==> src/design/pixel_buffer_access_unit_assert.svh <==
// Assertion macros for the pixel buffer access unit.
// Simulation builds get concurrent assertions; synthesis builds define SYNTH
// and every macro expands to nothing.
`ifndef PIXEL_BUFFER_ACCESS_UNIT_ASSERT_SVH
`define PIXEL_BUFFER_ACCESS_UNIT_ASSERT_SVH
`ifndef SYNTH
// A property that must hold at every clock edge outside reset.
`define PBAU_ASSERT(name, clk, rst, prop) \
   name: assert property (@(posedge clk) disable iff (rst) prop) \
      else $error("pixel buffer assertion failed");
// A condition that must never be seen outside reset.
`define PBAU_NEVER(name, clk, rst, cond) \
   name: assert property (@(posedge clk) disable iff (rst) !(cond)) \
      else $error("pixel buffer forbidden condition seen");
`else
`define PBAU_ASSERT(name, clk, rst, prop)
`define PBAU_NEVER(name, clk, rst, cond)
`endif
`endif

==> src/design/pbau_ram.sv <==
`default_nettype none

module pbau_ram #(
   parameter int WIDTH = 8,
   parameter int DEPTH = 256
) (
   input  wire logic                     clock,
   input  wire logic                     wr_en,
   input  wire logic [$clog2(DEPTH)-1:0] addr,
   input  wire logic [WIDTH-1:0]         wr_data,
   output logic      [WIDTH-1:0]         rd_data
);

   logic [WIDTH-1:0] mem_ff [DEPTH];
   logic [WIDTH-1:0] rd_data_ff;

   // Single port, read before write (a write cycle returns the old contents), read data registered.
   always_ff @(posedge clock) begin
      if (wr_en) begin
         mem_ff[addr] <= wr_data;
      end
      rd_data_ff <= mem_ff[addr];
   end

   assign rd_data = rd_data_ff;

endmodule

`default_nettype wire

==> config.mk <==
export PLATFORM = sky130hd
export DESIGN_NAME = pbau_ram
export DESIGN_NICKNAME = d
export VERILOG_FILES = /design/src/design/pixel_buffer_access_unit_assert.svh /design/src/design/pbau_ram.sv
export SDC_FILE = /design/constraint.sdc
export NUM_CORES = 2
export LEC_CHECK = 0
export CORE_UTILIZATION = 30
export DETAILED_ROUTE_END_ITERATION = 12
export DONT_BUFFER_PORTS = 1
export HOLD_SLACK_MARGIN = 0.03
export SETUP_SLACK_MARGIN = 0.05
export SYNTH_ARGS = -nofsm -noshare
export SYNTH_HDL_FRONTEND = slang
export SYNTH_SLANG_ARGS = --single-unit
==> constraint.sdc <==
create_clock -name clock -period 2.28 [get_ports clock]
set_clock_uncertainty 0.05 [all_clocks]
set_input_delay 0.228 -clock clock [delete_from_list [all_inputs] [get_ports clock]]
set_output_delay 0.228 -clock clock [all_outputs]
set_load 0.05 [all_outputs]
==> results.toml <==
[outcome]
status = "finished, violations left"
violations = "hold timing, slew limit, setup timing"

[final_layout]
multiInputGateArea_um2 = 17700
final_cells = 7553
drive_gt1_share_pct = 36.4
final-seq-area_um2 = 61700
fill_cells = 23500
nets = 3901
final_area_um2 = 94600
syn2layout_area_growth_pct = 20.5

[sta]
finalSetupViolCount = 32
fin_crit_sh_pct = 121
period_needed_ns = 2.75
fmax_mhz = 364
slew_headroom_pct = -21.0
hold_ws_ns = -0.529
setup_slack_ns = -0.469
worstMarginPinSlew_ns = 1.82
slew_viol_final = 417
rsz0062_at_grt = "yes"
hold_viol_final = 1936

[routing]
ant_nets = 0
routed_wirelength_um = 194000
dr.first_iter.drc_count = 4373
first_pass_iters = 5
routed_via_density = 5.03
post_drt_wl_per_cell_um = 25.6
via_count = 38000
drc = 0

[cts]
cts_buffer_depth = 3
insertion_delay_ns = 0.85
cts_tree = "done"
h-tree-depth = 4
path_clk_slew_ns = 0.07
cts_setup_buffers = 0
cts_root_buf = "clkbuf_16"
cts.sinks = 2056
cts_buffers = 199

[setup_path]
startpoint_type = "primary input"
crit_fanout = 518
worstSetupEndpointType = "flop"
path_class = "in2reg"
worstPathRequired_ns = 2.93
cp.arrival_ns = 3.40

[synthesis]
synth_ff_type = "edfxtp_1"
synth.net_count = 3565
ys_ff_latch = 2056
async_flop_share_pct = 0
yosysWarnings = 0
ys_types = 22
synth-seq-area-share_pct = 78.6
avgSynthCellArea_um2 = 22.1
syn-cell-area_um2 = 78500
synth_cells = 3547
synth_edf_count = 2048

[die]
core_um2 = 260000
initial_core_util_pct = 30.2
die-width_um = 514
die-height_um = 514
dieArea_um2 = 264000
ios = 26
rows = 187

[global_route]
grt_usage_pct = 14.5
grt_max_degree = 519
grt_pass1_vias = 38600
grt.overflow.total = 0
grt_pass1_wl_um = 281000
antenna_found_initial = 6

[power]
peakVddDrop_v = 0.000863
power.leakage_nw = 28.4
power_density_nw_per_um2 = 835

[placement]
placed_area_um2 = 86800
placed_cells = 7167
portBuffers = 0
place_hpwl_um = 107000
gp_congestion = 0.790

[flow_run]
drv_cap = 0

[hold_path]
hp-class = "in2reg"
[per-stage QoR]
step	total power [mW]	util (%)	hold WS (ns)	TNS (ns)	worst slack (ns)
3_5_place_dp	45.0	33.4	0.402	-33.15	-1.32
5_1_grt	80.9	36.4	-0.582	-0.0165	-0.0165
4_1_cts	79.4	36.2	-0.498	0	0.00940
2_1_floorplan	44.5	-	0.277	-11.25	-0.0813
6_report	79.0	36.4	-0.529	-3.30	-0.469
3_3_place_gp	45.0	33.4	0.395	-11.25	-1.10
[final cells by class]
cell class | instances | area share (%)
Clock inverter | 150 | 1.88
Timing Repair Buffer | 367 | 4.22
Tap cell | 3496 | 4.62
Antenna cell | 4 | 0.0106
Sequential cell | 2056 | 65.2
Multi-Input combinational cell | 1258 | 18.7
Inverter | 1 | 0.00397
Clock buffer | 221 | 5.35
[sequential cells by signal (all words and copies together), names as in the netlist]
name,cells
rd_data,8
mem_ff,2048
[report_power, final]
part	internal [mW]	switching (mW)	total, mW
Combinational	1.37	1.31	2.68
Sequential	41.7	0.157	41.8
Clock	20.1	14.4	34.5
Total	63.2	15.8	79.0
[layout by cell type, fill, tap and decap left out, types with 9 or more instances in the layout]
master	netlist	layout
a21oi_1	128	89
a21oi_2	0	35
a22oi_1	256	191
a22oi_2	0	65
buf_12	0	96
buf_4	16	258
bufinv_16	0	36
clkbuf_1	145	22
clkbuf_16	0	199
clkinv_1	0	45
clkinv_2	0	37
clkinvlp_4	0	11
dlygate4sd3_1	0	11
edfxtp_1	2048	2048
inv_6	0	9
mux4_2	512	512
nand2_1	28	21
nor2_1	232	83
nor2_2	0	12
nor2_4	0	137
nor3_1	30	30
o41ai_2	0	16
o41ai_4	0	11
[critical path, stage by stage]
cell     delay (ns)
mux4_2         1.15
a22oi_2        0.20
a21oi_2        0.11
o41ai_4        0.57
buf_4          0.21
nand4_1        0.09
[cell usage after synthesis (8+ instances only)]
cell type,n,area share (%)
nand2_1,28,0.13
a22oi_1,256,2.4
dfxtp_1,8,0.20
buf_2,36,0.23
buf_1,19,0.091
clkbuf_1,145,0.69
nor2_1,232,1.1
buf_4,16,0.15
nor3_1,30,0.19
o41ai_1,32,0.36
edfxtp_1,2048,78
mux4_2,512,15
nand4_1,8,0.064
buf_6,16,0.23
nand3_1,13,0.083
a21oi_1,128,0.82
[worst paths after layout]
| path | from | end | slack [ns] | depth (start not counted) |
|---|---|---|---|---|
| max reg2reg | mem_ff[97][4]$_DFFE_PP_ | rd_data[4]$_DFF_P_ | 0.02 | 6 |
| min reg2reg | mem_ff[128][2]$_DFFE_PP_ | rd_data[2]$_DFF_P_ | 0.86 | 5 |
| max | addr[0] | rd_data[4]$_DFF_P_ | -0.47 | 6 |
| min | wr_data[7] | mem_ff[162][7]$_DFFE_PP_ | -0.53 | 0 |
[logic make-up after synthesis]
group           after synthesis  synth area share [%]
flops                      2056                  78.6
mux                         512                  14.7
compound gates              416                  3.62
simple gates                330                  1.73
buf+inv                     233                  1.40
[metal layers]
layer / track usage [%] / wire, um / vias up
met4: 3.31 / 3630 / 4
met1: 20.4 / 84000 / 20700
met2: 23.3 / 93800 / 1204
met3: 2.63 / 12100 / 246
li1: - / - / 15800
met5: 0 / 27 / -
[repair_timing]
| action | in CTS | in global routing |
|---|---|---|
| pin swaps | 14 | 21 |
| hold endpoints to repair | 2876 | 2056 |
| hold buffers | 10 | 1 |
| setup endpoints to repair | 8 | 77 |
| resized for setup | 81 | 70 |
No activity file was read; power rests on OpenSTA's default activity.
