$ cat src/design/pixel_buffer_access_unit_assert.svh
// Assertion macros for the pixel buffer access unit.
// Simulation builds get concurrent assertions; synthesis builds define SYNTH
// and every macro expands to nothing.
`ifndef PIXEL_BUFFER_ACCESS_UNIT_ASSERT_SVH
`define PIXEL_BUFFER_ACCESS_UNIT_ASSERT_SVH
`ifndef SYNTH
// A property that must hold at every clock edge outside reset.
`define PBAU_ASSERT(name, clk, rst, prop) \
   name: assert property (@(posedge clk) disable iff (rst) prop) \
      else $error("pixel buffer assertion failed");
// A condition that must never be seen outside reset.
`define PBAU_NEVER(name, clk, rst, cond) \
   name: assert property (@(posedge clk) disable iff (rst) !(cond)) \
      else $error("pixel buffer forbidden condition seen");
`else
`define PBAU_ASSERT(name, clk, rst, prop)
`define PBAU_NEVER(name, clk, rst, cond)
`endif
`endif

$ cat src/design/pbau_pkg.sv
`default_nettype none

package pbau_pkg;

   // Field widths of the request, response and register port.
   localparam int POS_W       = 14;
   localparam int COMP_W      = 8;
   localparam int RAW_W       = 32;
   localparam int CFG_DIM_W   = 15;
   localparam int FMT_W       = 3;
   localparam int PITCH_CFG_W = 17;
   localparam int REQ_W       = 3;
   localparam int STATUS_W    = 2;
   localparam int CSR_ADDR_W  = 2;
   localparam int CSR_DATA_W  = 17;
   localparam int REQ_TDATA_W = 96;
   localparam int RSP_TDATA_W = 72;

   // Default sizes.
   localparam int DEF_MEM_BYTES = 65536;
   localparam int DEF_MAX_DIM   = 16384;

   // Request codes.
   localparam logic [REQ_W-1:0] REQ_COLOR_WRITE = 3'd0;
   localparam logic [REQ_W-1:0] REQ_COLOR_READ  = 3'd1;
   localparam logic [REQ_W-1:0] REQ_RAW_WRITE   = 3'd2;
   localparam logic [REQ_W-1:0] REQ_RAW_READ    = 3'd3;
   localparam logic [REQ_W-1:0] REQ_CLEAR_DIRTY = 3'd4;

   // Pixel format codes.
   localparam logic [FMT_W-1:0] FMT_NONE   = 3'd0;
   localparam logic [FMT_W-1:0] FMT_RGB332 = 3'd1;
   localparam logic [FMT_W-1:0] FMT_RGB565 = 3'd2;
   localparam logic [FMT_W-1:0] FMT_RGB888 = 3'd3;
   localparam logic [FMT_W-1:0] FMT_ARGB   = 3'd4;
   localparam logic [FMT_W-1:0] FMT_XRGB   = 3'd5;
   localparam logic [FMT_W-1:0] FMT_BGRA   = 3'd6;
   localparam logic [FMT_W-1:0] FMT_BGR565 = 3'd7;

   // Status codes.
   localparam logic [STATUS_W-1:0] STATUS_OK     = 2'd0;
   localparam logic [STATUS_W-1:0] STATUS_RANGE  = 2'd1;
   localparam logic [STATUS_W-1:0] STATUS_BEYOND = 2'd2;

   // Register indexes.
   localparam logic [CSR_ADDR_W-1:0] CSR_FRAME_WIDTH  = 2'd0;
   localparam logic [CSR_ADDR_W-1:0] CSR_FRAME_HEIGHT = 2'd1;
   localparam logic [CSR_ADDR_W-1:0] CSR_PIXEL_FORMAT = 2'd2;
   localparam logic [CSR_ADDR_W-1:0] CSR_LINE_PITCH   = 2'd3;

   // Controller states.
   typedef enum logic [2:0] {
      ST_CLEAR,
      ST_IDLE,
      ST_PREP,
      ST_MUL,
      ST_SUM,
      ST_ACCESS,
      ST_DRAIN,
      ST_DONE
   } state_type;

   // Commands from the controller to the datapath.
   typedef struct packed {
      logic load;
      logic prep;
      logic mul;
      logic sum;
      logic access;
      logic clr_en;
      logic finish;
   } cmd_type;

   // Status from the datapath to the controller.
   typedef struct packed {
      logic clr_last;
      logic skip;
      logic beyond;
      logic last_byte;
      logic is_read;
   } sts_type;

   // Bytes per pixel; unknown formats use four bytes.
   function automatic logic [2:0] bytes_per_pixel(input logic [FMT_W-1:0] fmt);
      logic [2:0] bpp;
      unique case (fmt)
         FMT_RGB332:             bpp = 3'd1;
         FMT_RGB565, FMT_BGR565: bpp = 3'd2;
         FMT_RGB888:             bpp = 3'd3;
         default:                bpp = 3'd4;
      endcase
      return bpp;
   endfunction

   // Widen a 2-bit field to eight bits: v * 255 / 3 is v * 85.
   function automatic logic [7:0] widen2(input logic [1:0] v);
      return {v, v, v, v};
   endfunction

   // Widen a 3-bit field: v * 255 / 7 is 36 * v plus floor(3 * v / 7).
   function automatic logic [7:0] widen3(input logic [2:0] v);
      return {v, 5'b0} + {3'b0, v, 2'b0} + 8'(v >= 3'd3) + 8'(v >= 3'd5)
             + 8'(v >= 3'd7);
   endfunction

   // Widen a 5-bit field: v * 255 / 31 is 8 * v plus floor(7 * v / 31).
   function automatic logic [7:0] widen5(input logic [4:0] v);
      return {v, 3'b0} + 8'(v >= 5'd5) + 8'(v >= 5'd9) + 8'(v >= 5'd14)
             + 8'(v >= 5'd18) + 8'(v >= 5'd23) + 8'(v >= 5'd27) + 8'(v >= 5'd31);
   endfunction

   // Widen a 6-bit field: v * 255 / 63 is 4 * v plus floor(v / 21).
   function automatic logic [7:0] widen6(input logic [5:0] v);
      return {v, 2'b0} + 8'(v >= 6'd21) + 8'(v >= 6'd42) + 8'(v >= 6'd63);
   endfunction

endpackage

`default_nettype wire

$ cat src/design/pbau_datapath.sv
`default_nettype none

module pbau_datapath #(
   parameter int MEM_BYTES = pbau_pkg::DEF_MEM_BYTES,
   parameter int MAX_DIM   = pbau_pkg::DEF_MAX_DIM
) (
   input  wire logic                                clock,
   input  wire logic                                reset,
   input  wire pbau_pkg::cmd_type                   cmd,
   output pbau_pkg::sts_type                        sts,
   input  wire logic [pbau_pkg::REQ_TDATA_W-1:0]    req_tdata,
   input  wire logic [pbau_pkg::REQ_W-1:0]          req_tuser,
   input  wire logic                                csr_we,
   input  wire logic [pbau_pkg::CSR_ADDR_W-1:0]     csr_addr,
   input  wire logic [pbau_pkg::CSR_DATA_W-1:0]     csr_wdata,
   output logic      [$clog2(MEM_BYTES)-1:0]        mem_addr,
   output logic                                     mem_we,
   output logic      [7:0]                          mem_wdata,
   input  wire logic [7:0]                          mem_rdata,
   output logic      [pbau_pkg::RSP_TDATA_W-1:0]    rsp_tdata,
   output logic      [pbau_pkg::STATUS_W-1:0]       rsp_tuser
);

   localparam int ADDR_W  = $clog2(MEM_BYTES);
   localparam int DIM_W   = $clog2(MAX_DIM + 1);
   localparam int WB_W    = DIM_W + 2;
   localparam int PITCH_W = (WB_W > pbau_pkg::PITCH_CFG_W) ? WB_W : pbau_pkg::PITCH_CFG_W;
   localparam int XB_W    = pbau_pkg::POS_W + 2;
   localparam int PROD_W  = pbau_pkg::POS_W + PITCH_W;
   localparam int SUM_W   = PROD_W + 1;
   localparam int RAW_W   = pbau_pkg::RAW_W;
   localparam int COMP_W  = pbau_pkg::COMP_W;

   // Configuration registers.
   logic [pbau_pkg::CFG_DIM_W-1:0]   width_ff, height_ff;
   logic [pbau_pkg::FMT_W-1:0]       fmt_ff;
   logic [pbau_pkg::PITCH_CFG_W-1:0] pitch_cfg_ff;

   always_ff @(posedge clock) begin
      if (reset) begin
         width_ff     <= pbau_pkg::CFG_DIM_W'(1);
         height_ff    <= pbau_pkg::CFG_DIM_W'(1);
         fmt_ff       <= pbau_pkg::FMT_XRGB;
         pitch_cfg_ff <= '0;
      end else if (csr_we) begin
         unique case (csr_addr)
            pbau_pkg::CSR_FRAME_WIDTH:  width_ff     <= csr_wdata[pbau_pkg::CFG_DIM_W-1:0];
            pbau_pkg::CSR_FRAME_HEIGHT: height_ff    <= csr_wdata[pbau_pkg::CFG_DIM_W-1:0];
            pbau_pkg::CSR_PIXEL_FORMAT: fmt_ff       <= csr_wdata[pbau_pkg::FMT_W-1:0];
            pbau_pkg::CSR_LINE_PITCH:   pitch_cfg_ff <= csr_wdata;
            default:                    fmt_ff       <= fmt_ff;
         endcase
      end
   end

   // Request registers, loaded when the request is accepted.
   logic [pbau_pkg::REQ_W-1:0] req_ff;
   logic [pbau_pkg::POS_W-1:0] x_ff, y_ff;
   logic [COMP_W-1:0]          red_ff, green_ff, blue_ff, alpha_ff;
   logic [RAW_W-1:0]           raw_ff;

   always_ff @(posedge clock) begin
      if (cmd.load) begin
         req_ff   <= req_tuser;
         x_ff     <= req_tdata[13:0];
         y_ff     <= req_tdata[27:14];
         red_ff   <= req_tdata[35:28];
         green_ff <= req_tdata[43:36];
         blue_ff  <= req_tdata[51:44];
         alpha_ff <= req_tdata[59:52];
         raw_ff   <= req_tdata[91:60];
      end
   end

   // Request classification.
   logic is_read, is_write, access_op, store_ok;

   assign is_read   = (req_ff == pbau_pkg::REQ_COLOR_READ) || (req_ff == pbau_pkg::REQ_RAW_READ);
   assign is_write  = (req_ff == pbau_pkg::REQ_COLOR_WRITE) ||
                      (req_ff == pbau_pkg::REQ_RAW_WRITE);
   assign access_op = is_read || is_write;
   // A colour write with no valid format stores nothing.
   assign store_ok  = !((req_ff == pbau_pkg::REQ_COLOR_WRITE) && (fmt_ff == pbau_pkg::FMT_NONE));

   // Clamped frame size and pixel size.
   logic [DIM_W-1:0] w_eff, h_eff;
   logic [2:0]       bpp;
   logic [1:0]       bpp_m1;

   assign w_eff  = (32'(width_ff) > 32'(MAX_DIM)) ? DIM_W'(MAX_DIM) : DIM_W'(width_ff);
   assign h_eff  = (32'(height_ff) > 32'(MAX_DIM)) ? DIM_W'(MAX_DIM) : DIM_W'(height_ff);
   assign bpp    = pbau_pkg::bytes_per_pixel(fmt_ff);
   assign bpp_m1 = 2'(bpp - 3'd1);

   // Row pitch and column byte offset by shift and add.
   logic [WB_W-1:0]    wb, wb_round;
   logic [XB_W-1:0]    xb_in;
   logic [PITCH_W-1:0] pitch_in;
   logic               oor;

   always_comb begin
      unique case (bpp)
         3'd1: begin
            wb    = WB_W'(w_eff);
            xb_in = XB_W'(x_ff);
         end
         3'd2: begin
            wb    = WB_W'({w_eff, 1'b0});
            xb_in = XB_W'({x_ff, 1'b0});
         end
         3'd3: begin
            wb    = WB_W'(w_eff) + WB_W'({w_eff, 1'b0});
            xb_in = XB_W'(x_ff) + XB_W'({x_ff, 1'b0});
         end
         default: begin
            wb    = WB_W'({w_eff, 2'b0});
            xb_in = XB_W'({x_ff, 2'b0});
         end
      endcase
   end

   assign wb_round = (wb + WB_W'(3)) & ~WB_W'(3);
   assign pitch_in = (pitch_cfg_ff != '0) ? PITCH_W'(pitch_cfg_ff) : PITCH_W'(wb_round);
   assign oor      = (32'(x_ff) >= 32'(w_eff)) || (32'(y_ff) >= 32'(h_eff));

   // Address calculation registers.
   logic [PITCH_W-1:0] pitch_ff;
   logic [XB_W-1:0]    xb_ff;
   logic               oor_ff, skip_ff, beyond_ff;
   logic [PROD_W-1:0]  prod_ff;
   logic [ADDR_W-1:0]  ofs_ff;
   logic [SUM_W-1:0]   ofs_full, ofs_end;

   assign ofs_full = SUM_W'(prod_ff) + SUM_W'(xb_ff);
   assign ofs_end  = ofs_full + SUM_W'(bpp);

   always_ff @(posedge clock) begin
      if (cmd.prep) begin
         pitch_ff <= pitch_in;
         xb_ff    <= xb_in;
      end
      if (cmd.mul) begin
         prod_ff <= PROD_W'(y_ff) * PROD_W'(pitch_ff);
      end
      if (cmd.sum) begin
         ofs_ff <= ofs_full[ADDR_W-1:0];
      end
   end

   // Flags that steer the controller.
   always_ff @(posedge clock) begin
      if (reset) begin
         oor_ff    <= 1'b0;
         skip_ff   <= 1'b0;
         beyond_ff <= 1'b0;
      end else begin
         if (cmd.load) begin
            beyond_ff <= 1'b0;
         end else if (cmd.sum) begin
            beyond_ff <= ofs_end > SUM_W'(MEM_BYTES);
         end
         if (cmd.prep) begin
            oor_ff  <= access_op && oor;
            skip_ff <= !access_op || oor;
         end
      end
   end

   // Packed pixel word to store.
   logic [RAW_W-1:0] wr_word;

   always_comb begin
      if (req_ff == pbau_pkg::REQ_RAW_WRITE) begin
         wr_word = raw_ff;
      end else begin
         unique case (fmt_ff)
            pbau_pkg::FMT_RGB332:
               wr_word = {24'd0, red_ff[7:5], green_ff[7:5], blue_ff[7:6]};
            pbau_pkg::FMT_RGB565:
               wr_word = {16'd0, red_ff[7:3], green_ff[7:2], blue_ff[7:3]};
            pbau_pkg::FMT_BGR565:
               wr_word = {16'd0, blue_ff[7:3], green_ff[7:2], red_ff[7:3]};
            pbau_pkg::FMT_RGB888:
               wr_word = {8'd0, blue_ff, green_ff, red_ff};
            pbau_pkg::FMT_ARGB, pbau_pkg::FMT_XRGB, pbau_pkg::FMT_BGRA:
               wr_word = {alpha_ff, red_ff, green_ff, blue_ff};
            default:
               wr_word = '0;
         endcase
      end
   end

   // Byte counter and clearing sweep.
   logic [1:0]        cnt_ff;
   logic [ADDR_W-1:0] clr_addr_ff;

   always_ff @(posedge clock) begin
      if (reset) begin
         cnt_ff      <= '0;
         clr_addr_ff <= '0;
      end else begin
         if (cmd.load) begin
            cnt_ff <= '0;
         end else if (cmd.access) begin
            cnt_ff <= cnt_ff + 2'd1;
         end
         if (cmd.clr_en) begin
            clr_addr_ff <= clr_addr_ff + ADDR_W'(1);
         end
      end
   end

   // Memory port: the clearing sweep writes zeros, an access moves one byte a cycle.
   assign mem_addr  = cmd.clr_en ? clr_addr_ff : ofs_ff + ADDR_W'(cnt_ff);
   assign mem_we    = cmd.clr_en || (cmd.access && is_write && store_ok);
   assign mem_wdata = cmd.clr_en ? 8'd0 : wr_word[8*cnt_ff +: 8];

   // Read bytes arrive in the cycle after their address and are placed by index.
   logic             cap_vld_ff;
   logic [1:0]       cap_idx_ff;
   logic [RAW_W-1:0] word_ff;

   always_ff @(posedge clock) begin
      if (reset) begin
         cap_vld_ff <= 1'b0;
      end else begin
         cap_vld_ff <= cmd.access && is_read;
      end
      cap_idx_ff <= cnt_ff;
      if (cmd.load) begin
         word_ff <= '0;
      end else if (cap_vld_ff) begin
         word_ff[8*cap_idx_ff +: 8] <= mem_rdata;
      end
   end

   // Result assembly.
   logic [pbau_pkg::STATUS_W-1:0] status_val;
   logic [COMP_W-1:0]             o_red, o_green, o_blue, o_alpha;
   logic [RAW_W-1:0]              o_raw;
   logic                          dirty_ff, dirty_in;

   always_comb begin
      priority if (oor_ff) begin
         status_val = pbau_pkg::STATUS_RANGE;
      end else if (beyond_ff) begin
         status_val = pbau_pkg::STATUS_BEYOND;
      end else begin
         status_val = pbau_pkg::STATUS_OK;
      end
   end

   always_comb begin
      o_red   = '0;
      o_green = '0;
      o_blue  = '0;
      o_alpha = '0;
      o_raw   = '0;
      if (status_val == pbau_pkg::STATUS_OK && req_ff == pbau_pkg::REQ_RAW_READ) begin
         o_raw = word_ff;
      end
      if (status_val == pbau_pkg::STATUS_OK && req_ff == pbau_pkg::REQ_COLOR_READ) begin
         unique case (fmt_ff)
            pbau_pkg::FMT_RGB332: begin
               o_red   = pbau_pkg::widen3(word_ff[7:5]);
               o_green = pbau_pkg::widen3(word_ff[4:2]);
               o_blue  = pbau_pkg::widen2(word_ff[1:0]);
               o_alpha = 8'hFF;
            end
            pbau_pkg::FMT_RGB565: begin
               o_red   = pbau_pkg::widen5(word_ff[15:11]);
               o_green = pbau_pkg::widen6(word_ff[10:5]);
               o_blue  = pbau_pkg::widen5(word_ff[4:0]);
               o_alpha = 8'hFF;
            end
            pbau_pkg::FMT_BGR565: begin
               o_blue  = pbau_pkg::widen5(word_ff[15:11]);
               o_green = pbau_pkg::widen6(word_ff[10:5]);
               o_red   = pbau_pkg::widen5(word_ff[4:0]);
               o_alpha = 8'hFF;
            end
            pbau_pkg::FMT_RGB888: begin
               o_red   = word_ff[7:0];
               o_green = word_ff[15:8];
               o_blue  = word_ff[23:16];
               o_alpha = 8'hFF;
            end
            pbau_pkg::FMT_ARGB, pbau_pkg::FMT_XRGB, pbau_pkg::FMT_BGRA: begin
               o_blue  = word_ff[7:0];
               o_green = word_ff[15:8];
               o_red   = word_ff[23:16];
               o_alpha = word_ff[31:24];
            end
            default: begin
               o_alpha = '0;
            end
         endcase
      end
   end

   // The dirty mark is cleared on request and set by every successful write.
   always_comb begin
      priority if (req_ff == pbau_pkg::REQ_CLEAR_DIRTY) begin
         dirty_in = 1'b0;
      end else if (is_write && status_val == pbau_pkg::STATUS_OK) begin
         dirty_in = 1'b1;
      end else begin
         dirty_in = dirty_ff;
      end
   end

   // Response register and dirty mark.
   logic [pbau_pkg::RSP_TDATA_W-1:0] rsp_tdata_ff;
   logic [pbau_pkg::STATUS_W-1:0]    rsp_tuser_ff;

   always_ff @(posedge clock) begin
      if (reset) begin
         dirty_ff <= 1'b0;
      end else if (cmd.finish) begin
         dirty_ff <= dirty_in;
      end
      if (cmd.finish) begin
         rsp_tdata_ff <= {7'd0, dirty_in, o_raw, o_alpha, o_blue, o_green, o_red};
         rsp_tuser_ff <= status_val;
      end
   end

   assign rsp_tdata = rsp_tdata_ff;
   assign rsp_tuser = rsp_tuser_ff;

   // Status toward the controller.
   assign sts.clr_last  = clr_addr_ff == ADDR_W'(MEM_BYTES - 1);
   assign sts.skip      = skip_ff;
   assign sts.beyond    = beyond_ff;
   assign sts.last_byte = cnt_ff == bpp_m1;
   assign sts.is_read   = is_read;

endmodule

`default_nettype wire

$ cat config.mk
export PLATFORM = sky130hd
export DESIGN_NAME = pbau_datapath
export DESIGN_NICKNAME = d
export VERILOG_FILES = /design/src/design/pixel_buffer_access_unit_assert.svh /design/src/design/pbau_pkg.sv /design/src/design/pbau_datapath.sv
export SDC_FILE = /design/constraint.sdc
export NUM_CORES = 1
export LEC_CHECK = 0
export BUFFER_PORTS_ARGS = -buffer_cell sky130_fd_sc_hd__buf_4
export CAP_MARGIN = 0
export CORE_UTILIZATION = 52
export CTS_BUF_LIST = sky130_fd_sc_hd__clkbuf_8
export DETAILED_ROUTE_END_ITERATION = 10
export PLACE_DENSITY = 0.7
export SYNTH_ARGS = -nofsm -noshare
export SYNTH_HDL_FRONTEND = slang
export SYNTH_SLANG_ARGS = --single-unit
$ cat constraint.sdc
create_clock -name clock -period 8.6 [get_ports clock]
set_input_delay 0.43 -clock clock [delete_from_list [all_inputs] [get_ports clock]]
set_output_delay 0.43 -clock clock [all_outputs]
set_load 0.02 [all_outputs]
==> qor.txt <==
Worst path slowest cell - edfxtp_1
Fraction of layout cells with a size suffix above 1 - 0.117
Synthesis-to-finish area growth - 15.9%
Setup CP Type - register to register
Num CTS Buffers - 59
Crit path DAT - 7900 ps
First-pass iteration count of the detailed router - 6
Cell Rows - 84
Worst-path clk slew - 60 ps
Post-Layout Inst Area - 31900 µm²
Total Routing Usage GR - 0.278
Pleak - 13.6 nW
Area of the core - 52400 µm²
Vias/cell - 5.81
Die Area - 53900 µm²
Drt initial violations - 2160
Layout net count - 3685
Drt drc - 0
Area contributors post-synth - edfxtp_1 (26%), fa_1 (14%), ha_1 (8.2%)
Peak VDD IR - 0.312 mV
Crit path max fanout - 18
RePlAce Congestion - 0.922
Final hold slack - 46.0 ps
Setup total negative slack - 0 ps
Longest Clk Path Bufs - 3
Critical Path Sink Type - register
First-pass GRT wire length - 119000 µm
Grt total ovfl - 0
Cells after synthesis - 2927
Post-DP HPWL - 54400 µm
Seq cells post-synth - 349
Worst skew pair latency - 710 ps
Final ANT Viol Nets - 0
Startpoint types - register
Final period util - 0.870
Critical path data required time - 9020 ps
Vias - 22800
CP peak stage delay - 650 ps
Number of synthesis warnings - 0
Fraction of registers with async set/reset - 0
# IOs - 240
Worst Skew - 65.2 ps
Most common cell in the netlist - nand2_1
Die W - 232 µm
Hold Crit Class - input pin to register
Pwr dens - 269 nW/µm²
Pins Over Slew Limit - 0
Top FF cell, synth - edfxtp_1
Die height - 232 µm
Final hold vios - 0
Most frequent cells after synthesis - nand2_1 (424), inv_1 (272), edfxtp_1 (242)
Initial Util - 0.526
Antenna violations before repair - 4
Largest net degree at the start of global routing - 94
Max-slew headroom - 0.126
Vias in the first global route - 22300
RSZ-0062 raised after global routing - no
Final setup viols - 0
EDFF count, synth - 242
CP top delay family - adder cells
F_max - 134 MHz
Top-area cell type share of the netlist area - 0.264
Final WL - 74600 µm
Root Driver - clkbuf_8
Dpl cell area - 29600 µm²
CP Buf/Inv Count - 6
CTS Sinks - 349
Port bufs - 228
Synth Area per Inst - 9.42 µm²
Actual slew at the worst max-slew pin - 1300 ps
Synth area leader - edfxtp_1
Count of max-cap constraint violations - 0
Status - completed
Crit path time final - 7480 ps
Post-synth design cell area - 27600 µm²
Post-DR wirelength/cell - 19.0 µm
CTS tree - yes
Register area share after synthesis - 0.341
Post-CTS setup buffers - 0
Post-synthesis cell type count - 100
H-tree Lvls - 2
[final timing paths]
kind / slack (ps) / cells after the start / to / from
setup / recovery: 1120 / 25 / prod_ff[29] / y_ff[4]
hold / removal: 50 / 3 / word_ff[21] / mem_rdata[5]
setup reg to reg: 1120 / 25 / prod_ff[29] / y_ff[4]
hold reg to reg: 470 / 0 / pitch_ff[0] / pitch_cfg_ff[0]
[repair_timing]
item                      CTS  global route
gates resized for setup     0             0
hold endpoints to repair  113             0
hold buffers              102             0
[through the flow]
| stage | power, mW | util | setup slack [ps] | instances |
|---|---|---|---|---|
| 2_1_floorplan | 5.82 | - | 2000 | 2933 |
| 3_5_place_dp | 6.91 | 0.565 | 1210 | 3701 |
| 3_3_place_gp | 6.76 | 0.565 | 1400 | 3701 |
| 4_1_cts | 8.60 | 0.609 | 1220 | 3914 |
| 5_1_grt | 9.34 | 0.609 | 776 | 3918 |
| 6_report | 8.59 | 0.609 | 1120 | 3921 |
[routing by layer]
metal / track usage / wire length (µm) / up-vias
li1: - / - / 10700
met1: 0.368 / 31400 / 11000
met2: 0.457 / 35300 / 978
met3: 0.0476 / 5510 / 171
met4: 0.103 / 2400 / 0
met5: 0 / 0 / -
[cells by family (layout without fill, tap and decap cells)]
family / count (synthesis) / count (layout) / synth area share
compound gates: 626 / 626 / 0.152
simple gates: 998 / 998 / 0.175
other cells: 1 / 14 / 0.000136
mux: 38 / 38 / 0.0148
xor+xnor: 107 / 107 / 0.0340
fa+ha+maj: 373 / 373 / 0.222
buf+inv: 435 / 728 / 0.0613
flops: 349 / 349 / 0.341
[layout make-up]
cell class | count | area (µm²)
Sequential cell | 349 | 9410
Antenna cell | 7 | 17.5
Clock buffer | 62 | 853
Inverter | 272 | 1020
Multi-Input combinational cell | 2149 | 16500
Timing Repair Buffer | 345 | 2850
Fill cell | 4346 | 20500
Clock inverter | 49 | 428
Tap cell | 688 | 861
[tightest hold or removal path: stages]
cell and delay [ps]:
buf_4 140, a22oi_1 70, nor2_1 80
[cell usage in the layout (no fill, tap or decap), types with 27 or more instances in the layout]
cell type	n
a22oi_1	54
a21o_1	41
ha_1	180
buf_4	243
edfxtp_1	242
nand3_1	44
clkbuf_8	62
dfxtp_1	104
xor2_1	42
a31oi_1	27
dlygate4sd3_1	102
xnor2_1	65
a21oi_1	183
inv_1	287
fa_1	193
nor3_1	31
and3_1	28
nand2b_1	33
o21ai_0	110
nand2_1	424
and2_1	143
nor2_1	166
[state kept, by name (all words and copies together), names as in the netlist, 14 cells and up]
register      flops
clr_addr_ff      16
x_ff             14
y_ff             14
raw_ff           32
pitch_ff         17
word_ff          32
rsp_tdata        65
pitch_cfg_ff     17
xb_ff            16
ofs_ff           16
width_ff         15
height_ff        15
prod_ff          31
[power breakdown]
part,internal [mW],switching [mW]
sequential,2.17,0.185
clock,0.892,0.715
combinational,1.97,2.65
total,5.03,3.55
Note: power is estimated with default switching activity, not from simulation.
