$ cat config.mk
export PLATFORM = sky130hd
export DESIGN_NAME = pbau_ctrl
export DESIGN_NICKNAME = d
export VERILOG_FILES = /design/src/design/pixel_buffer_access_unit_assert.svh /design/src/design/pbau_pkg.sv /design/src/design/pbau_ctrl.sv
export SDC_FILE = /design/constraint.sdc
export NUM_CORES = 1
export LEC_CHECK = 0
export BUFFER_PORTS_ARGS = -buffer_cell sky130_fd_sc_hd__buf_2
export CAP_MARGIN = 5
export CORE_AREA = 5 5 42 44
export DETAILED_ROUTE_END_ITERATION = 6
export DIE_AREA = 0 0 47 49
export GPL_ROUTABILITY_DRIVEN = 0
export PLACE_DENSITY = 0.45
export SYNTH_ARGS = -nofsm -noshare
export SYNTH_HDL_FRONTEND = slang
export SYNTH_SLANG_ARGS = --single-unit
$ cat constraint.sdc
create_clock -name clock -period 1.3 [get_ports clock]
set_clock_uncertainty 0.1 [all_clocks]
set_input_delay 0.26 -clock clock [delete_from_list [all_inputs] [get_ports clock]]
set_output_delay 0.26 -clock clock [all_outputs]
set_load 0.01 [all_outputs]
$ cat src/design/pixel_buffer_access_unit_assert.svh
// Assertion macros for the pixel buffer access unit.
// Simulation builds get concurrent assertions; synthesis builds define SYNTH
// and every macro expands to nothing.
`ifndef PIXEL_BUFFER_ACCESS_UNIT_ASSERT_SVH
`define PIXEL_BUFFER_ACCESS_UNIT_ASSERT_SVH
`ifndef SYNTH
// A property that must hold at every clock edge outside reset.
`define PBAU_ASSERT(name, clk, rst, prop) \
   name: assert property (@(posedge clk) disable iff (rst) prop) \
      else $error("pixel buffer assertion failed");
// A condition that must never be seen outside reset.
`define PBAU_NEVER(name, clk, rst, cond) \
   name: assert property (@(posedge clk) disable iff (rst) !(cond)) \
      else $error("pixel buffer forbidden condition seen");
`else
`define PBAU_ASSERT(name, clk, rst, prop)
`define PBAU_NEVER(name, clk, rst, cond)
`endif
`endif

$ cat src/design/pbau_pkg.sv
`default_nettype none

package pbau_pkg;

   // Field widths of the request, response and register port.
   localparam int POS_W       = 14;
   localparam int COMP_W      = 8;
   localparam int RAW_W       = 32;
   localparam int CFG_DIM_W   = 15;
   localparam int FMT_W       = 3;
   localparam int PITCH_CFG_W = 17;
   localparam int REQ_W       = 3;
   localparam int STATUS_W    = 2;
   localparam int CSR_ADDR_W  = 2;
   localparam int CSR_DATA_W  = 17;
   localparam int REQ_TDATA_W = 96;
   localparam int RSP_TDATA_W = 72;

   // Default sizes.
   localparam int DEF_MEM_BYTES = 65536;
   localparam int DEF_MAX_DIM   = 16384;

   // Request codes.
   localparam logic [REQ_W-1:0] REQ_COLOR_WRITE = 3'd0;
   localparam logic [REQ_W-1:0] REQ_COLOR_READ  = 3'd1;
   localparam logic [REQ_W-1:0] REQ_RAW_WRITE   = 3'd2;
   localparam logic [REQ_W-1:0] REQ_RAW_READ    = 3'd3;
   localparam logic [REQ_W-1:0] REQ_CLEAR_DIRTY = 3'd4;

   // Pixel format codes.
   localparam logic [FMT_W-1:0] FMT_NONE   = 3'd0;
   localparam logic [FMT_W-1:0] FMT_RGB332 = 3'd1;
   localparam logic [FMT_W-1:0] FMT_RGB565 = 3'd2;
   localparam logic [FMT_W-1:0] FMT_RGB888 = 3'd3;
   localparam logic [FMT_W-1:0] FMT_ARGB   = 3'd4;
   localparam logic [FMT_W-1:0] FMT_XRGB   = 3'd5;
   localparam logic [FMT_W-1:0] FMT_BGRA   = 3'd6;
   localparam logic [FMT_W-1:0] FMT_BGR565 = 3'd7;

   // Status codes.
   localparam logic [STATUS_W-1:0] STATUS_OK     = 2'd0;
   localparam logic [STATUS_W-1:0] STATUS_RANGE  = 2'd1;
   localparam logic [STATUS_W-1:0] STATUS_BEYOND = 2'd2;

   // Register indexes.
   localparam logic [CSR_ADDR_W-1:0] CSR_FRAME_WIDTH  = 2'd0;
   localparam logic [CSR_ADDR_W-1:0] CSR_FRAME_HEIGHT = 2'd1;
   localparam logic [CSR_ADDR_W-1:0] CSR_PIXEL_FORMAT = 2'd2;
   localparam logic [CSR_ADDR_W-1:0] CSR_LINE_PITCH   = 2'd3;

   // Controller states.
   typedef enum logic [2:0] {
      ST_CLEAR,
      ST_IDLE,
      ST_PREP,
      ST_MUL,
      ST_SUM,
      ST_ACCESS,
      ST_DRAIN,
      ST_DONE
   } state_type;

   // Commands from the controller to the datapath.
   typedef struct packed {
      logic load;
      logic prep;
      logic mul;
      logic sum;
      logic access;
      logic clr_en;
      logic finish;
   } cmd_type;

   // Status from the datapath to the controller.
   typedef struct packed {
      logic clr_last;
      logic skip;
      logic beyond;
      logic last_byte;
      logic is_read;
   } sts_type;

   // Bytes per pixel; unknown formats use four bytes.
   function automatic logic [2:0] bytes_per_pixel(input logic [FMT_W-1:0] fmt);
      logic [2:0] bpp;
      unique case (fmt)
         FMT_RGB332:             bpp = 3'd1;
         FMT_RGB565, FMT_BGR565: bpp = 3'd2;
         FMT_RGB888:             bpp = 3'd3;
         default:                bpp = 3'd4;
      endcase
      return bpp;
   endfunction

   // Widen a 2-bit field to eight bits: v * 255 / 3 is v * 85.
   function automatic logic [7:0] widen2(input logic [1:0] v);
      return {v, v, v, v};
   endfunction

   // Widen a 3-bit field: v * 255 / 7 is 36 * v plus floor(3 * v / 7).
   function automatic logic [7:0] widen3(input logic [2:0] v);
      return {v, 5'b0} + {3'b0, v, 2'b0} + 8'(v >= 3'd3) + 8'(v >= 3'd5)
             + 8'(v >= 3'd7);
   endfunction

   // Widen a 5-bit field: v * 255 / 31 is 8 * v plus floor(7 * v / 31).
   function automatic logic [7:0] widen5(input logic [4:0] v);
      return {v, 3'b0} + 8'(v >= 5'd5) + 8'(v >= 5'd9) + 8'(v >= 5'd14)
             + 8'(v >= 5'd18) + 8'(v >= 5'd23) + 8'(v >= 5'd27) + 8'(v >= 5'd31);
   endfunction

   // Widen a 6-bit field: v * 255 / 63 is 4 * v plus floor(v / 21).
   function automatic logic [7:0] widen6(input logic [5:0] v);
      return {v, 2'b0} + 8'(v >= 6'd21) + 8'(v >= 6'd42) + 8'(v >= 6'd63);
   endfunction

endpackage

`default_nettype wire

$ cat src/design/pbau_ctrl.sv
`default_nettype none

module pbau_ctrl (
   input  wire logic              clock,
   input  wire logic              reset,
   input  wire logic              req_tvalid,
   output logic                   req_tready,
   output logic                   rsp_tvalid,
   input  wire logic              rsp_tready,
   input  wire pbau_pkg::sts_type sts,
   output pbau_pkg::cmd_type      cmd
);

   pbau_pkg::state_type state_ff, state_in;
   logic                rsp_valid_ff, rsp_valid_in;

   // Next state.
   always_comb begin
      state_in = state_ff;
      unique case (state_ff)
         pbau_pkg::ST_CLEAR: begin
            if (sts.clr_last) state_in = pbau_pkg::ST_IDLE;
         end
         pbau_pkg::ST_IDLE: begin
            if (req_tvalid) state_in = pbau_pkg::ST_PREP;
         end
         pbau_pkg::ST_PREP: begin
            state_in = pbau_pkg::ST_MUL;
         end
         pbau_pkg::ST_MUL: begin
            state_in = sts.skip ? pbau_pkg::ST_DONE : pbau_pkg::ST_SUM;
         end
         pbau_pkg::ST_SUM: begin
            state_in = pbau_pkg::ST_ACCESS;
         end
         pbau_pkg::ST_ACCESS: begin
            priority if (sts.beyond) begin
               state_in = pbau_pkg::ST_DONE;
            end else if (sts.last_byte) begin
               state_in = sts.is_read ? pbau_pkg::ST_DRAIN : pbau_pkg::ST_DONE;
            end else begin
               state_in = pbau_pkg::ST_ACCESS;
            end
         end
         pbau_pkg::ST_DRAIN: begin
            state_in = pbau_pkg::ST_DONE;
         end
         pbau_pkg::ST_DONE: begin
            if (!rsp_valid_ff || rsp_tready) state_in = pbau_pkg::ST_IDLE;
         end
         default: begin
            state_in = pbau_pkg::ST_CLEAR;
         end
      endcase
   end

   // Commands to the datapath.
   always_comb begin
      cmd        = '0;
      req_tready = 1'b0;
      unique case (state_ff)
         pbau_pkg::ST_CLEAR:  cmd.clr_en = 1'b1;
         pbau_pkg::ST_IDLE: begin
            req_tready = 1'b1;
            cmd.load   = req_tvalid;
         end
         pbau_pkg::ST_PREP:   cmd.prep = 1'b1;
         pbau_pkg::ST_MUL:    cmd.mul = 1'b1;
         pbau_pkg::ST_SUM:    cmd.sum = 1'b1;
         pbau_pkg::ST_ACCESS: cmd.access = !sts.beyond;
         pbau_pkg::ST_DRAIN:  cmd = '0;
         pbau_pkg::ST_DONE:   cmd.finish = !rsp_valid_ff || rsp_tready;
         default:             cmd = '0;
      endcase
   end

   // The response register is full from a finish until it is taken.
   assign rsp_valid_in = cmd.finish || (rsp_valid_ff && !rsp_tready);

   always_ff @(posedge clock) begin
      if (reset) begin
         state_ff     <= pbau_pkg::ST_CLEAR;
         rsp_valid_ff <= 1'b0;
      end else begin
         state_ff     <= state_in;
         rsp_valid_ff <= rsp_valid_in;
      end
   end

   assign rsp_tvalid = rsp_valid_ff;

endmodule

`default_nettype wire

==> results of run 1 <==
[power by group through the flow]
| stage | Combinational (W) | Sequential (W) | Clock [W] |
|---|---|---|---|
| 3_5_place_dp | 0.000112 | 0.000145 | 0 |
| 6_report | 0.000161 | 0.000150 | 0.000151 |
| 4_1_cts | 0.000142 | 0.000148 | 0.000160 |
| 5_1_grt | 0.000178 | 0.000151 | 0.000170 |
| 2_1_floorplan | 0.0000712 | 0.000136 | 0 |
| 3_3_place_gp | 0.000112 | 0.000145 | 0 |
[worst max-delay path, cell delays in order, from the launching register on]
cell      delay, ns
dfxtp_4        0.34
nand2b_4       0.16
nor3_2         0.17
buf_2          0.15
[stage by stage]
stage	utilization	hold slack, ns
after floorplan	-	0.229
after global placement	0.284	0.385
after detailed placement	0.284	0.380
after CTS	0.344	0.126
after global routing	0.379	0.131
final	0.379	0.142
[how the worst max path moves through the flow]
| stage | start | to | slack [ns] | depth (start not counted) |
|---|---|---|---|---|
| after floorplan | state_ff[0] | cmd[6] | 0.01 | 4 |
| after global placement | state_ff[2] | state_ff[1] | 0.05 | 4 |
| after detailed placement | state_ff[2] | cmd[0] | 0.01 | 3 |
| after CTS | state_ff[1] | cmd[6] | -0.12 | 4 |
| after global routing | state_ff[1] | cmd[2] | -0.16 | 3 |
| final | state_ff[1] | cmd[2] | -0.11 | 3 |
[what timing repair did]
action,4_1_cts,5_1_grt
resized for setup,13,8
endpoints found under the setup margin,8,8
buffers inserted,2,3
pin swaps,4,3
[cell families after synthesis]
kind of cell           Yosys count  synth area share
and+or+nand+nor                 17             0.349
buffers and inverters            6             0.130
AOI/OAI and AO/OA                8             0.223
DFF                              4             0.298
[synthesized netlist by cell type, drive strengths merged]
master	instances
nand2b	4
a311o	1
buf	3
nor2b	1
and2	1
a31o	1
nor3	3
o211ai	1
dfxtp	4
nor2	3
a31oi	1
a211oi	1
nand2	1
o22ai	1
a21oi	1
inv	3
nor3b	2
o41ai	1
nand3	1
nor4	1
[cell usage in the layout, fill, tap and decap left out, drive strengths merged]
cell / netlist / layout
o22ai: 1 / 1
nor2b: 1 / 1
nor2: 3 / 3
nand2b: 4 / 4
nor4: 1 / 1
nand3: 1 / 1
inv: 3 / 3
a31oi: 1 / 1
o211ai: 1 / 1
a21oi: 1 / 1
a31o: 1 / 1
nor3: 3 / 3
a311o: 1 / 1
buf: 3 / 28
dfxtp: 4 / 4
clkbuf: 0 / 3
and2: 1 / 1
o41ai: 1 / 1
nor3b: 2 / 2
a211oi: 1 / 1
nand2: 1 / 1
[cell type report]
type                       instances  area share
multi-input combinational         25       0.379
sequential                         4       0.172
timing repair buffer              28       0.344
clock buffer                       3      0.0424
tap                               16      0.0376
inverter                           3      0.0259
[per-layer routing]
metal  vias up  global-route usage  wire (µm)
li1        181                   -          -
met1       162              0.0881        369
met2        11               0.129        447
met3         0              0.0517         70
met4         0              0.0276          0
met5         -                   0          0
[state kept, by name, indices dropped and copies added (netlist names)]
| signal | count |
|---|---|
| state_ff | 3 |
| rsp_tvalid | 1 |
==> flow_summary.yaml, run 1 <==
critical_path:
  end_kind: "primary output"
  crit_fanout: 3
  cp.arrival_ns: 1.05
  cp-start-kind: "register"
  r2r-start: "state_ff[0]"
  r2r-end: "state_ff[0]"
  path_class: "register to primary output"
  rrSetupSlack_ns: 0.07
  worst_ep_required_time_ns: 0.94
  rr_worst_depth: 4
timing:
  period_share: 1.08
  slew_headroom: 0.827
  slew_violations: 0
  final_hold_viol_count: 0
  rsz0062_at_grt: "true"
  setup_viol: 8
  worst_pin_slew_ns: 0.257
  finalCriticalPeriod_ns: 1.41
  max_freq_mhz: 711
  fin_tns_setup_ns: -0.507
  worst_slack_ns: -0.106
route:
  drc: 0
  drt_first_pass_iters: 4
  drt_wl_total_um: 887
  ant_nets: 0
  vias_per_cell: 4.48
  routed-via-count: 354
  drt_iter0_markers: 3
  avgRoutedWirePerCell_um: 11.2
placement:
  dp_cells: 71
  io_buffers: 17
  dpl_cell_area_um2: 398
  dpl_worst_slack_ns: 0.0138
  place_hpwl_um: 649
worst_hold_path:
  min_from: "reset"
  min_path_cells: 2
  hold_path.class: "input port to register"
  hold_end: "state_ff[2]"
floorplan:
  initial_core_util: 0.192
  die_w_um: 47
  core-area_um2: 1400
  io-pin-count: 18
  rows: 14
  dieHeight_um: 49
  die_area_um2: 2300
global_route:
  grt_pass1_vias: 350
  grt_max_degree: 9
  track_usage: 0.0825
  grt_pass1_wl_um: 1370
  antenna_found_initial: 0
  overflow: 0
layout:
  final_area_um2: 532
  nets: 74
  syn_to_final_growth_pct: 97.7
  diodes: 0
  fill_cells: 157
  seq_area_um2: 91.3
  final_cells: 79
  drive_above_1_share: 0.714
  multi_input_area_um2: 201
clock_tree:
  cts_root_buf: "clkbuf_4"
  cts_buffers: 3
  clkSinkCount: 4
  clkLatencyLatePin_ns: 0.23
  cts_tree: "yes"
  cts_htree_levels: 1
  clockBufferDepth: 2
  cts.clk_slew.worst_paths_ns: 0.04
  hold_buffers: 0
yosys:
  yosys_warnings: 0
  syn_avg_cell_area_um2: 7.69
  syn_area_um2: 269
  synth_top_area_frac: 0.298
  synth_seq_cells: 4
  synth.area.top_cells: "dfxtp_1 30%, nand2b_1 9.3%, nor3_1 5.6%"
  seq_area_frac_synth: 0.298
  yosys.area.top_type: "dfxtp_1"
  ys_types: 22
  synth_nets: 44
  synthCells: 35
pwr:
  power_leakage_nw: 0.249
  peakVddDrop_mv: 0.391
  clockPowerShare: 0.327
  combinationalPowerShare: 0.349
  intPower_w: 0.000327
  p_sw_frac: 0.293
  seqPwrFrac: 0.325
  powerDensity_nw_per_um2: 871
  p_sw_w: 0.000136
  power_w: 0.000463
run_status:
  violations: "setup timing"
  status: "complete, but fails checks"
job:
  max_cap_violations: 0
No activity file was read; power rests on OpenSTA's default activity.
==> run 2: changes to the inputs <==
- BUFFER_PORTS_ARGS: -buffer_cell sky130_fd_sc_hd__buf_2 -> -buffer_cell sky130_fd_sc_hd__buf_4
==> flow_summary.yaml, run 2 (same netlist as run 1, synthesis figures left out) <==
critical_path:
  cp-start-kind: "register"
  crit_fanout: 8
  rr_worst_depth: 4
  end_kind: "primary output"
  cp.arrival_ns: 1.04
  path_class: "register to primary output"
  worst_ep_required_time_ns: 0.94
global_route:
  met3_usage: 0.0443
  use_met2: 0.106
  antenna_found_initial: 0
  grt_pass1_wl_um: 1210
  use_met1: 0.0811
  grt_max_degree: 10
  busiest_layer: "met2"
  overflow: 0
  track_usage: 0.0739
  grt_pass1_vias: 309
timing:
  slew_headroom: 0.828
  setup_viol: 7
  worst_pin_slew_ns: 0.255
  max_freq_mhz: 712
  finalCriticalPeriod_ns: 1.40
  rsz0062_at_grt: "true"
  slew_violations: 0
  period_share: 1.08
  fin_tns_setup_ns: -0.389
  hold_slack_ns: 0.119
  final_hold_viol_count: 0
  worst_slack_ns: -0.104
pwr:
  powerDensity_nw_per_um2: 853
  peakVddDrop_mv: 0.450
  power_w: 0.000466
  power_leakage_nw: 0.248
route:
  vias_per_cell: 4.29
  avgRoutedWirePerCell_um: 10.7
  drt_first_pass_iters: 2
  routed-via-count: 330
  drt_wl_total_um: 824
  drc: 0
  drt_iter0_markers: 2
  ant_nets: 0
layout:
  final_area_um2: 547
  diodes: 0
  fin_util: 0.390
  nets: 72
  fill_cells: 156
  layout_commonest_cell: "buf_4"
  drive_above_1_share: 0.672
  largest_reg_flops: 3
  layout_common_cells: "22 x buf_4, 4 x buf_6, 3 x nand2b_1, 3 x clkbuf_4"
  regMostFlops: "state_ff"
  syn_to_final_growth_pct: 103
clock_tree:
  clockBufferDepth: 2
  clkSinkCount: 4
  clkLatencyLatePin_ns: 0.23
  cts.clk_slew.worst_paths_ns: 0.03
  cts_root_buf: "clkbuf_4"
  cts_tree: "yes"
  cts_htree_levels: 1
  cts_buffers: 3
placement:
  dpl_cell_area_um2: 440
  place_hpwl_um: 638
  io_buffers: 17
floorplan:
  dieHeight_um: 49
  rows: 14
  io-pin-count: 18
  die_w_um: 47
  die_area_um2: 2300
  initial_core_util: 0.192
  core-area_um2: 1400
worst_hold_path:
  hold_path.class: "input port to register"
  min_path_cells: 2
job:
  max_cap_violations: 0
run_status:
  violations: "setup timing"
  status: "complete, but fails checks"
## run 2: changes by cell type in the layout (fill, tap and decap cells not counted)
| cell | change |
|---|---|
| nor2_2 | -1 |
| and2_4 | +1 |
| buf_2 | -17 |
| nor2_1 | +1 |
| dfxtp_4 | -1 |
| dfxtp_2 | +1 |
| nor3_1 | +1 |
| buf_4 | +15 |
| nor3_2 | -1 |
| and2_1 | -1 |
| nand3_1 | +1 |
| nand3_2 | -1 |
## run 2: path summary, 6_finish.rpt
check	startpoint	to	slack [ns]
max	state_ff[2]	cmd[6]	-0.10
max reg2reg	state_ff[1]	state_ff[0]	0.10
min reg2reg	rsp_tvalid	rsp_tvalid	0.43
min	reset	state_ff[2]	0.12
## run 2: per-stage QoR
| step | std cells | setup slack [ns] |
|---|---|---|
| final | 77 | -0.104 |
| after global routing | 77 | -0.139 |
| after CTS | 74 | -0.104 |
| after detailed placement | 71 | 0.0232 |
| after global placement | 71 | 0.0542 |
| after floorplan | 35 | 0.0129 |
## run 2: repair_timing
item                                    CTS  global route
resized for setup                        12             6
buffers inserted                          0             3
pin swaps                                 2             2
endpoints found under the setup margin    8             8
hold buffers                              0             0
## run 2: cell type report
class                      instances  area, µm²  area share
clock buffer                       3       22.5      0.0412
multi-input combinational         25        191       0.350
timing repair buffer              26        210       0.384
inverter                           3       13.8      0.0252
tap                               16       20.0      0.0366
sequential                         4       88.8       0.162
## run 2: power breakdown
| group | switching, W | total [W] | internal (W) |
|---|---|---|---|
| logic | 0.0000677 | 0.000170 | 0.000102 |
| clock network | 0.0000470 | 0.000150 | 0.000103 |
| registers | 0.0000139 | 0.000147 | 0.000133 |
## run 2: worst max-delay path: stages (launching register included)
cell     delay [ns]
dfxtp_4        0.37
buf_4          0.14
nor2_4         0.08
and2_4         0.14
buf_6          0.09
## run 2: routing by layer
layer  up-vias  part of all wire
li1        177                 -
met1       144              0.40
met2         9              0.52
met4         0                 0
met5         -                 0
met3         0             0.080
==> run 3: changes to the inputs <==
- SKIP_LAST_GASP: default -> 1
==> flow_summary.yaml, run 3 (same netlist as run 1, synthesis figures left out) <==
clock_tree:
  cts_tree: "yes"
  hold_buffers: 0
  clkLatencyLatePin_ns: 0.23
  cts.clk_slew.worst_paths_ns: 0.03
  cts_root_buf: "clkbuf_4"
  cts_buffers: 3
  clkSinkCount: 4
  clockBufferDepth: 2
  cts_htree_levels: 1
route:
  avgRoutedWirePerCell_um: 10.2
  drt_first_pass_iters: 2
  ant_nets: 0
  drc: 0
  drt_wl_total_um: 787
  drt_iter0_markers: 2
  vias_per_cell: 4.32
  routed-via-count: 333
floorplan:
  initial_core_util: 0.192
  die_w_um: 47
  dieHeight_um: 49
  die_area_um2: 2300
  core-area_um2: 1400
  rows: 14
  io-pin-count: 18
critical_path:
  r2r-start: "state_ff[1]"
  crit_fanout: 8
  end_kind: "primary output"
  rrSetupSlack_ns: 0.10
  path_class: "register to primary output"
  r2r-end: "state_ff[0]"
  worst_ep_required_time_ns: 0.94
  cp.arrival_ns: 1.04
  cp-start-kind: "register"
  rr_worst_depth: 4
layout:
  largest_reg_flops: 3
  syn_to_final_growth_pct: 102
  layout_common_cells: "22 x buf_4, 4 x buf_6, 3 x nand2b_1, 3 x clkbuf_4"
  fin_util: 0.388
  layout_commonest_cell: "buf_4"
  diodes: 0
  final_cells: 77
  drive_above_1_share: 0.656
  regMostFlops: "state_ff"
  nets: 72
pwr:
  intPower_w: 0.000337
  peakVddDrop_mv: 0.448
  powerDensity_nw_per_um2: 852
  combinationalPowerShare: 0.363
  p_sw_frac: 0.272
  p_sw_w: 0.000126
  power_leakage_nw: 0.247
  seqPwrFrac: 0.314
  clockPowerShare: 0.324
timing:
  finalCriticalPeriod_ns: 1.40
  period_share: 1.08
  slew_violations: 0
  worst_slack_ns: -0.103
  setup_viol: 7
  slew_headroom: 0.828
  final_hold_viol_count: 0
  max_freq_mhz: 713
  fin_tns_setup_ns: -0.382
  rsz0062_at_grt: "true"
  worst_pin_slew_ns: 0.255
global_route:
  grt_pass1_wl_um: 1210
  track_usage: 0.0739
  grt_pass1_vias: 309
  antenna_found_initial: 0
  overflow: 0
  grt_max_degree: 10
worst_hold_path:
  min_path_cells: 2
  hold_end: "state_ff[2]"
  min_from: "reset"
  hold_path.class: "input port to register"
placement:
  dp_cells: 71
  dpl_worst_slack_ns: 0.0232
  place_hpwl_um: 638
  io_buffers: 17
run_status:
  violations: "setup timing"
  status: "complete, but fails checks"
job:
  max_cap_violations: 0
==> run 3: changes by cell type in the layout (fill, tap and decap cells not counted) <==
cell,change
nand2_1,+1
nand2_2,-1
==> run 3: metal layers <==
layer | vias to the layer above | routed length (µm) | GRT usage | share of wire
met1 | 147 | 312 | 0.0811 | 0.40
met5 | - | 0 | 0 | 0
met2 | 9 | 409 | 0.106 | 0.52
met4 | 0 | 0 | 0.0415 | 0
li1 | 177 | - | - | -
met3 | 0 | 66 | 0.0443 | 0.084
==> run 3: per-stage QoR <==
stage	instance area (µm²)	hold slack [ns]	power [W]
after floorplan	269	0.229	0.000207
after global placement	440	0.366	0.000276
after detailed placement	440	0.356	0.000273
after CTS	505	0.109	0.000454
after global routing	544	0.121	0.000491
final	544	0.118	0.000464
==> run 3: how the worst max path moves through the flow <==
stage | start | end | slack [ns] | depth (start not counted)
global route | state_ff[2] | cmd[0] | -0.14 | 3
finish | state_ff[2] | cmd[6] | -0.10 | 4
CTS | state_ff[2] | cmd[0] | -0.10 | 3
global placement | state_ff[2] | cmd[0] | 0.05 | 3
floorplan | state_ff[0] | cmd[6] | 0.01 | 4
detailed placement | state_ff[2] | cmd[0] | 0.02 | 3
==> run 3: power by group through the flow <==
| stage | clock [W] | sequential, W | combinational [W] |
|---|---|---|---|
| finish | 0.000150 | 0.000145 | 0.000168 |
| global route | 0.000163 | 0.000147 | 0.000181 |
| CTS | 0.000158 | 0.000145 | 0.000152 |
| detailed placement | 0 | 0.000143 | 0.000130 |
| global placement | 0 | 0.000143 | 0.000133 |
| floorplan | 0 | 0.000136 | 0.0000712 |
==> run 3: final cells by class <==
class / count / area, µm²
Fill cell: 155 / 857
Timing Repair Buffer: 26 / 210
Multi-Input combinational cell: 25 / 189
Sequential cell: 4 / 88.8
Clock buffer: 3 / 22.5
Tap cell: 16 / 20.0
Inverter: 3 / 13.8
==> run 3: critical path, stage by stage, from the launching register on <==
cell and delay [ns]:
dfxtp_4 0.37, buf_4 0.14, nor2_4 0.08, and2_4 0.14, buf_6 0.09
==> run 3: what timing repair did <==
| action | CTS | global route |
|---|---|---|
| hold endpoints to repair | 0 | 0 |
| setup buffers | 0 | 3 |
| resized for setup | 12 | 5 |
| setup endpoints to repair | 8 | 8 |
| pin swaps | 2 | 2 |
